`src/mme_pkg.sv`:
```
// ----------------------------------------------------------------------------
// Michael MIC engine package
// Shared types, codes and block-function helpers for the Michael MIC engine.
// ----------------------------------------------------------------------------
`default_nettype none

package mme_pkg;

  typedef enum logic [1:0] {
    ST_IDLE,
    ST_RUN,
    ST_EMIT
  } state_t;

  typedef logic [31:0] word_t;

  localparam logic CMD_START = 1'b0;
  localparam logic CMD_DATA  = 1'b1;

  localparam logic REG_KEY_LOW  = 1'b0;
  localparam logic REG_KEY_HIGH = 1'b1;

  localparam logic [7:0] PAD_BYTE = 8'h5a;
  localparam word_t PAD_WORD = {24'h000000, PAD_BYTE};

  localparam word_t MASK_EVEN = 32'h00FF00FF;
  localparam word_t MASK_ODD  = 32'hFF00FF00;

  localparam int ROT_FIRST  = 17;
  localparam int ROT_THIRD  = 3;
  localparam int ROT_FOURTH = 30;

  function automatic word_t rot_left17(word_t v);
    return (v << ROT_FIRST) | (v >> (32 - ROT_FIRST));
  endfunction

  function automatic word_t rot_left3(word_t v);
    return (v << ROT_THIRD) | (v >> (32 - ROT_THIRD));
  endfunction

  function automatic word_t rot_left30(word_t v);
    return (v << ROT_FOURTH) | (v >> (32 - ROT_FOURTH));
  endfunction

  function automatic word_t swap_pairs(word_t v);
    return ((v & MASK_EVEN) << 8) | ((v & MASK_ODD) >> 8);
  endfunction

endpackage

`default_nettype wire

```
`src/michael_mic_engine.sv`:
```
// ----------------------------------------------------------------------------
// Michael MIC engine
// Michael message integrity code over one frame, one block step per cycle.
// ----------------------------------------------------------------------------
// Sequence: each block function is four steps on the shared xor/rotate/add unit;
//   a start runs four block functions, a data word one and the last item two
//   or three, after which the result loads the output register.
// Throughput: one transaction at a time; in_stall is high until the item ends.
// Reset: clears keys, chaining halves, frame flag, sequencer and output valid.
`default_nettype none

module michael_mic_engine (
  input  wire logic        clk,
  input  wire logic        rst,
  input  wire logic        cfg_write,
  input  wire logic        cfg_index,
  input  wire logic [31:0] cfg_wdata,
  input  wire logic        in_valid,
  output logic             in_stall,
  input  wire logic        command,
  input  wire logic [47:0] dest_addr,
  input  wire logic [47:0] src_addr,
  input  wire logic [7:0]  priority_req,
  input  wire logic [31:0] data_word,
  input  wire logic [2:0]  valid_bytes,
  input  wire logic        last,
  input  wire logic [63:0] expected_mic,
  output logic             out_valid,
  input  wire logic        out_stall,
  output logic [31:0]      mic_left,
  output logic [31:0]      mic_right,
  output logic             mic_match
);

  mme_pkg::state_t state;
  mme_pkg::state_t state_next;

  mme_pkg::word_t key_low;
  mme_pkg::word_t key_high;
  mme_pkg::word_t left;
  mme_pkg::word_t right;
  mme_pkg::word_t left_next;
  mme_pkg::word_t right_next;
  mme_pkg::word_t mix;
  mme_pkg::word_t word_q [4];
  mme_pkg::word_t tail_word;
  logic [63:0]    expected;
  logic           in_frame;
  logic           emit;
  logic [1:0]     step;
  logic [1:0]     blk_left;
  logic           accept;
  logic           run_en;
  logic           load_out;
  logic           run_done;

  assign accept   = in_valid && !in_stall;
  assign run_done = (step == 2'd3) && (blk_left == 2'd0);

  // next state
  always_comb begin
    state_next = state;
    unique case (state)
      mme_pkg::ST_IDLE: begin
        if (accept && (command == mme_pkg::CMD_START || in_frame)) begin
          state_next = mme_pkg::ST_RUN;
        end
      end
      mme_pkg::ST_RUN: begin
        if (run_done) begin
          state_next = emit ? mme_pkg::ST_EMIT : mme_pkg::ST_IDLE;
        end
      end
      mme_pkg::ST_EMIT: begin
        if (!out_valid || !out_stall) begin
          state_next = mme_pkg::ST_IDLE;
        end
      end
      default: state_next = mme_pkg::ST_IDLE;
    endcase
  end

  // sequencer outputs
  always_comb begin
    in_stall = (state != mme_pkg::ST_IDLE);
    run_en   = (state == mme_pkg::ST_RUN);
    load_out = (state == mme_pkg::ST_EMIT) && (!out_valid || !out_stall);
  end

  // shared block-function step
  always_comb begin
    unique case (step)
      2'd0: mix = mme_pkg::rot_left17(right) ^ word_q[0];
      2'd1: mix = mme_pkg::swap_pairs(right);
      2'd2: mix = mme_pkg::rot_left3(right);
      2'd3: mix = mme_pkg::rot_left30(right);
      default: mix = mme_pkg::rot_left30(right);
    endcase
    left_next  = left ^ mix;
    right_next = right + left_next;
  end

  // pad the final partial word
  always_comb begin
    unique case (valid_bytes)
      3'd0: tail_word = mme_pkg::PAD_WORD;
      3'd1: tail_word = {16'h0000, mme_pkg::PAD_BYTE, data_word[7:0]};
      3'd2: tail_word = {8'h00, mme_pkg::PAD_BYTE, data_word[15:0]};
      3'd3: tail_word = {mme_pkg::PAD_BYTE, data_word[23:0]};
      default: tail_word = data_word;
    endcase
  end

  always_ff @(posedge clk) begin
    if (rst) begin
      state     <= mme_pkg::ST_IDLE;
      key_low   <= '0;
      key_high  <= '0;
      left      <= '0;
      right     <= '0;
      in_frame  <= 1'b0;
      emit      <= 1'b0;
      step      <= '0;
      blk_left  <= '0;
      out_valid <= 1'b0;
    end else begin
      state <= state_next;

      if (cfg_write) begin
        if (cfg_index == mme_pkg::REG_KEY_LOW) begin
          key_low <= cfg_wdata;
        end else begin
          key_high <= cfg_wdata;
        end
      end

      if (accept) begin
        step <= '0;
        if (command == mme_pkg::CMD_START) begin
          left     <= key_low;
          right    <= key_high;
          in_frame <= 1'b1;
          emit     <= 1'b0;
          blk_left <= 2'd3;
        end else if (in_frame) begin
          if (!last) begin
            emit     <= 1'b0;
            blk_left <= 2'd0;
          end else begin
            emit     <= 1'b1;
            in_frame <= 1'b0;
            blk_left <= valid_bytes[2] ? 2'd2 : 2'd1;
          end
        end
      end

      if (run_en) begin
        left  <= left_next;
        right <= right_next;
        step  <= step + 2'd1;
        if (step == 2'd3) begin
          blk_left <= blk_left - 2'd1;
        end
      end

      if (load_out) begin
        out_valid <= 1'b1;
      end else if (!out_stall) begin
        out_valid <= 1'b0;
      end
    end
  end

  // payload registers
  always_ff @(posedge clk) begin
    if (accept) begin
      expected <= expected_mic;
      if (command == mme_pkg::CMD_START) begin
        word_q[0] <= dest_addr[31:0];
        word_q[1] <= {src_addr[15:0], dest_addr[47:32]};
        word_q[2] <= src_addr[47:16];
        word_q[3] <= {24'h000000, priority_req};
      end else if (!last) begin
        word_q[0] <= data_word;
        word_q[1] <= '0;
        word_q[2] <= '0;
        word_q[3] <= '0;
      end else begin
        word_q[0] <= tail_word;
        word_q[1] <= valid_bytes[2] ? mme_pkg::PAD_WORD : '0;
        word_q[2] <= '0;
        word_q[3] <= '0;
      end
    end else if (run_en && step == 2'd3) begin
      // advance to the next block word
      word_q[0] <= word_q[1];
      word_q[1] <= word_q[2];
      word_q[2] <= word_q[3];
      word_q[3] <= '0;
    end

    if (load_out) begin
      mic_left  <= left;
      mic_right <= right;
      mic_match <= ({right, left} == expected);
    end
  end

  a_drop_outside_frame: assert property (@(posedge clk) disable iff (rst)
    (accept && command == mme_pkg::CMD_DATA && !in_frame) |=> (state == mme_pkg::ST_IDLE))
    else $error("data outside a frame started work");

  a_start_opens_frame: assert property (@(posedge clk) disable iff (rst)
    (accept && command == mme_pkg::CMD_START) |=> (state == mme_pkg::ST_RUN && in_frame))
    else $error("start did not open a frame");

  a_run_ends: assert property (@(posedge clk) disable iff (rst)
    (state == mme_pkg::ST_RUN && run_done) |=> (state != mme_pkg::ST_RUN))
    else $error("sequencer ran past the last block");

  a_emit_closed: assert property (@(posedge clk) disable iff (rst)
    (state == mme_pkg::ST_EMIT) |-> !in_frame)
    else $error("result emitted with frame still open");

  a_out_from_emit: assert property (@(posedge clk) disable iff (rst)
    $rose(out_valid) |-> ($past(state) == mme_pkg::ST_EMIT))
    else $error("result appeared without an emit step");

endmodule

`default_nettype wire
```
`config.mk`:
```
export PLATFORM = sky130hd
export DESIGN_NAME = michael_mic_engine
export DESIGN_NICKNAME = d
export VERILOG_FILES = /design/src/mme_pkg.sv /design/src/michael_mic_engine.sv
export SDC_FILE = /design/constraint.sdc
export NUM_CORES = 1
export LEC_CHECK = 0
export BUFFER_PORTS_ARGS = -buffer_cell sky130_fd_sc_hd__buf_2
export CORE_UTILIZATION = 45
export CTS_CLUSTER_SIZE = 14
export DETAILED_ROUTE_END_ITERATION = 10
export PLACE_DENSITY = 0.71
export SLEW_MARGIN = 20
export SYNTH_ARGS = -nofsm -noshare
export SYNTH_HDL_FRONTEND = slang
export SYNTH_SLANG_ARGS = --single-unit
```
`constraint.sdc`:
```
create_clock -name clk -period 4.7 [get_ports clk]
set_clock_uncertainty 0.2 [all_clocks]
set_input_delay 0.235 -clock clk [delete_from_list [all_inputs] [get_ports clk]]
set_output_delay 0.235 -clock clk [all_outputs]
set_load 0.02 [all_outputs]
```
Yosys cells after proc, flatten, opt, wreduce, memory -nomap -nowiden
Memories as Yosys holds them, arrays and structs flattened.
Index checks and enable logic that the tools add are counted.
{"block": "classes", "addsub": 3, "eq_ne": 15, "n_mux": 55, "bitwise_logic": 20, "n_reduce_logical": 21}
{"operator": "$mux 32", "n": 18}
{"operator": "$pmux 32 s4", "n": 2}
{"operator": "$eq 64x64->1", "n": 1}
{"operator": "$xor 32x32->32", "n": 2}
{"operator": "$add 32x32->32", "n": 1}
{"operator": "$or 32x17->32", "n": 1}
{"operator": "$or 32x24->32", "n": 1}
{"operator": "$or 32x3->32", "n": 1}
{"operator": "$or 32x30->32", "n": 1}
{"operator": "$mux 2", "n": 13}
{"operator": "$mux 1", "n": 20}
{"operator": "$or 1x1->1", "n": 12}
{"operator": "$ne 2x1->1 const B", "n": 4}
{"operator": "$reduce_and 2->1", "n": 4}
{"operator": "$mux 7", "n": 1}
{"operator": "$eq 2x2->1 const B", "n": 3}
{"operator": "$eq 3x2->1 const B", "n": 2}
{"operator": "$logic_not 2->1", "n": 3}
{"operator": "$pmux 2 s3", "n": 1}
{"operator": "$logic_and 1x1->1", "n": 5}
{"operator": "$eq 2x1->1 const B", "n": 2}
{"operator": "$ne 2x2->1 const B", "n": 2}
{"operator": "$reduce_bool 2->1", "n": 2}
{"operator": "$eq 3x1->1 const B", "n": 1}
{"operator": "other kinds (7)", "n": 11}
{"block": "totals", "reg_bits": 266, "ramBits": 128, "input_bits": 243, "output_inout_bits": 67, "word_cells": 129, "memories": 1}
{"name": "word_q", "depth": 4, "word_bits": 32, "rd": 4, "rd_ports_with_merged_regs": 0, "write_ports": 4, "line_no": "michael_mic_engine.sv:45", "source": "mme_pkg::word_t word_q [4];"}

Depth between registers and ports, before layout
{"block": "depth", "depth_word": 8, "ltp_mapped": 18}

Worst setup path after synthesis
OpenSTA, ideal clock, no wires.
{"block": "synth_timing", "kind": "register to register", "from": "register step[0]", "to": "register right[28]", "arrival_ns": 4.065, "t_required_ns": 4.414, "setup_slack_ns": 0.349, "path_stages_with_launch": 19, "synth_period_minus_slack_ns": 4.351, "path_cell_list": "dfxtp_1 -> inv_1 -> ha_1 -> clkbuf_1 -> buf_1 -> mux2i_1 -> xor2_1 -> ha_1 -> inv_1 -> fa_1 -> and2b_1 -> o211ai_2 -> a31o_1 -> o31a_1 -> o21ba_4 -> o311ai_1 -> o21ai_1 -> xor2_1 -> a211oi_1"}
{"block": "synth_via", "elab_chain_cells": 5, "elab_cells_between_ends": 8, "classes_between": "1 x add/sub; 3 x eq/ne; 2 x mux; 1 x bitwise; 1 x reduce/logical"}
{"item": "from (decl)", "line_no": "michael_mic_engine.sv:50", "source": "logic [1:0] step;"}
{"item": "from (signal assigned)", "line_no": "michael_mic_engine.sv:160", "source": "step <= step + 2'd1;"}
{"item": "$eq 2x2->1, or another cell as far along", "line_no": "michael_mic_engine.sv:92", "source": "unique case (step)"}
{"item": "$pmux 32 s4 *", "line_no": "michael_mic_engine.sv:92"}
{"item": "$xor 32x32->32 *", "line_no": "michael_mic_engine.sv:99", "source": "left_next = left ^ mix;"}
{"item": "$add 32x32->32 *", "line_no": "michael_mic_engine.sv:100", "source": "right_next = right + left_next;"}
{"item": "$mux 32 *", "line_no": "michael_mic_engine.sv:157", "source": "if (run_en) begin"}
{"item": "to (signal assigned)", "line_no": "michael_mic_engine.sv:141", "source": "right <= key_high;"}
{"item": "to (signal assigned)", "line_no": "michael_mic_engine.sv:159", "source": "right <= right_next;"}
{"item": "to (decl)", "line_no": "michael_mic_engine.sv:41", "source": "mme_pkg::word_t right;"}
Every way passes the cells marked *; elsewhere a longest branch is shown, timed or not.
A chain may end at the register's enable or synchronous reset.

Final worst setup path
{"block": "layout_timing", "from": "register step[1]", "to": "register right[31]"}
Same word-level chain as after synthesis.

==> metrics.md <==
| Metric | Value |
|---|---|
| Critical path endpoint category | flop |
| CP Cell Sequence | inv_1 -> ha_1 -> buf_4 -> a222oi_1 -> mux2i_1 -> xor2_1 -> ha_1 -> a21o_1 -> o21bai_1 -> a22o_1 -> a2111o_1 -> o211ai_2 -> a21oi_1 -> a311o_1 -> xnor2_1 -> o22ai_1 |
| Area Overhead vs Synth | 33.9% |
| Met2 Use GR | around 54% |
| Layout cells sized above 1 | approximately 20% |
| Fmax | 0.224 GHz |
| Die W | 199 um |
| Initial antenna violation count | 1 |
| Worst skew pair latency | 0.54 ns |
| WP data arrival | 4.68 ns |
| DPL Wire Length | 44500 um |
| Placed Cells | 2447 |
| Post-synth EDFFs | 225 |
| Most frequent cell after synthesis | nand2_1 |
| CTS HTree Levels | 2 |
| Global-route wire length before repair | 94300 um |
| Fin Setup TNS | 0 ns |
| Register Area | 9660 sq um |
| Row cnt | 71 |
| Max Cap Violations | 0 |
| Post-synth top cells | nand2_1 (317), edfxtp_1 (225), a21oi_1 (165) |
| Max_slew headroom | around 26% |
| Outcome | complete, no violations |
| Slowest CP cell | a2111o_1 |
| Post-CTS Setup Repair Bufs | 0 |
| HP Class | in -> reg |
| Multi-input gate area | 7290 sq um |
| GRT Overall Usage | 32.3% |
| Area leader, netlist | edfxtp_1 |
| Pwr dens | approximately 390 nW/um^2 |
| Synthesized area per cell | just over 10 sq um |
| RSZ-0062 raised after global routing | false |
| Final worst slack | between 0.2 and 0.25 ns |
| Final Setup Violations | 0 |
| NumNets Final | 2488 |
| Tcrit/Tclk final | 94.9% |
| Vias in the first global route | between 15000 and 20000 |
| Worst-path fanout max | 19 |
| Synth top area share | between 30% and 40% |
| Clock slew at reported path FFs | approximately 0.06 ns |
| Crit path kind | reg -> reg |
| Pleak | 9.61 nW |
| Vias | approximately 16000 |
| Area after DPL | a little under 20000 sq um |
| Total CTS buffers | 41 |
| CTS tree | done |
| Tmin final | 4.46 ns |
| Most used DFF post-synth | edfxtp_1 |
| GR Util met1 | 40.1% |
| CTS root buf | clkbuf_16 |
| Drt first pass iters | 7 |
| Via-to-Cell Ratio | 5.69 |
| IO Pins | 310 |
| Total die area | approximately 39000 sq um |
| Final hold violations | 0 |
| Worst path required time | 4.92 ns |
| Port bufs | between 300 and 400 |
| CP max stage delay | 0.39 ns |
| Filler cells | 3074 |
| Hold depth | 4 |
| Syn Nets | 1964 |
| Number of DRC markers in iteration 0 | 1680 |
| Pin count of the biggest net entering global routing | 80 |
| Cells after Synth | 1681 |
| Avg WL per Cell | 23.3 um |
| Synth Warn # | 0 |
| Final Max Slew Viols | 0 |
| Synth area leaders | edfxtp_1 (39%), dfxtp_1 (17%), nand2_1 (6.8%) |
| WL final | about 64000 um |
| CTS Buffer Depth | 3 |
| Reg2reg path depth | 16 |
| GPL Wtd Cong | between 1 and 1.5 |
| Worst VDD drop | 272 uV |
| Layer with the highest usage | met2 |
| Sequential share of the synthesized area | 55.6% |
| Tightest Pin Transition | roughly 1.1 ns |
| Most frequent CP cell | ha_1 |
| DRC errors left | 0 |
| ANT nets after route | 0 |
| GR Overflow Total | 0 |
| Post-synth cell types | 56 |
| Clock tree sinks | 370 |
| Initial Utilization | between 40% and 50% |
| M3 GR Usage | 4.93% |
| Mapped Area | around 17000 sq um |
| Setup WS pre-CTS | 0.319 ns |
| Die span in y | 199 um |
| CP Launch Type | flop |
| Fraction of registers with async set/reset | 0% |
| Post-layout util | around 62% |
| Cell Count, Final, Fillers Out | 2746 |
| Core ar. | 37800 sq um |
| Design Area, Final | approximately 23000 sq um |
| #FFs+latches synth | 370 |
==> what timing repair did <==
| item | CTS | global route |
|---|---|---|
| gates resized for setup | 0 | 1 |
| setup endpoints to repair | 0 | 1 |
| hold endpoints to repair | 236 | 0 |
| hold buffers | 226 | 0 |
==> critical path: cells and delay by family, from the launching register on <==
family | cells | cell delay (ns)
adder cells (fa/ha/maj) | 2 | 0.64
XOR/XNOR | 2 | 0.34
flip-flops | 1 | 0.38
buffers and inverters | 2 | 0.31
AO/OA/AOI/OAI | 9 | 2.25
multiplexers | 1 | 0.21
==> layer usage <==
metal,share of wire (%),vias to the layer above
met1,38,7374
met3,8.6,174
met4,5.4,0
met5,0,-
li1,-,7137
met2,48,938
==> where the power goes <==
part	internal (mW)	switching, mW	leakage (nW)
Combinational	0.790	1.08	5.62
Sequential	3.68	0.216	3.34
Clock	1.92	1.31	0.649
==> sequential cells by signal, indices dropped and copies added (netlist names), 2 cells and up <==
signal and flops:
left 32, expected 64, key_high 32, mic_right 32, word_q 104, mic_left 32, blk_left 2, key_low 32
step 2, state 2, right 32
==> cell type report <==
cell class / instances / area share [%]
sequential: 370 / 41.5
multi-input combinational: 1180 / 31.3
clock inverter: 21 / 0.994
timing repair buffer: 597 / 18.5
tap: 511 / 2.75
antenna: 1 / 0.0107
inverter: 15 / 0.242
clock buffer: 51 / 4.70
==> logic make-up (layout without fill, tap and decap cells) <==
logic type	Yosys count	count (layout)	synth area share [%]
buf+inv	131	684	2.83
other cells	0	1	0
flops	370	370	55.6
xor+xnor	156	156	7.86
simple gates	523	523	12.9
compound gates	423	423	15.8
fa+ha+maj	40	40	2.92
mux	38	38	2.19
==> layout by cell type, fill, tap and decap left out, types with 36 or more instances in the layout <==
cell	n
buf_4	61
xnor2_1	55
o21ai_0	74
ha_1	38
a21oi_1	164
dfxtp_1	145
a22oi_1	37
clkbuf_16	41
mux2i_1	38
xor2_1	101
edfxtp_1	225
nand2_1	314
dlygate4sd3_1	226
and3_1	36
nor2_1	83
buf_2	308
==> per-stage QoR <==
step	hold slack, ns	total power [mW]
after floorplan	0.134	4.93
after global placement	0.212	5.61
after detailed placement	0.214	5.61
after CTS	0.0148	8.96
after global routing	0.0321	9.30
final	0.0405	8.99
==> final timing paths <==
check / from / to / slack, ns
min reg2reg: key_high[3]$_SDFFE_PP0P_ / key_high[3]$_SDFFE_PP0P_ / 0.26
max: step[1]$_SDFFE_PP0P_ / right[31]$_SDFFE_PP0P_ / 0.24
max reg2reg: step[1]$_SDFFE_PP0P_ / right[31]$_SDFFE_PP0P_ / 0.24
min: data_word[9] / word_q[0][9]$_DFFE_PP_ / 0.04
Power figures use the tool's default switching activity.
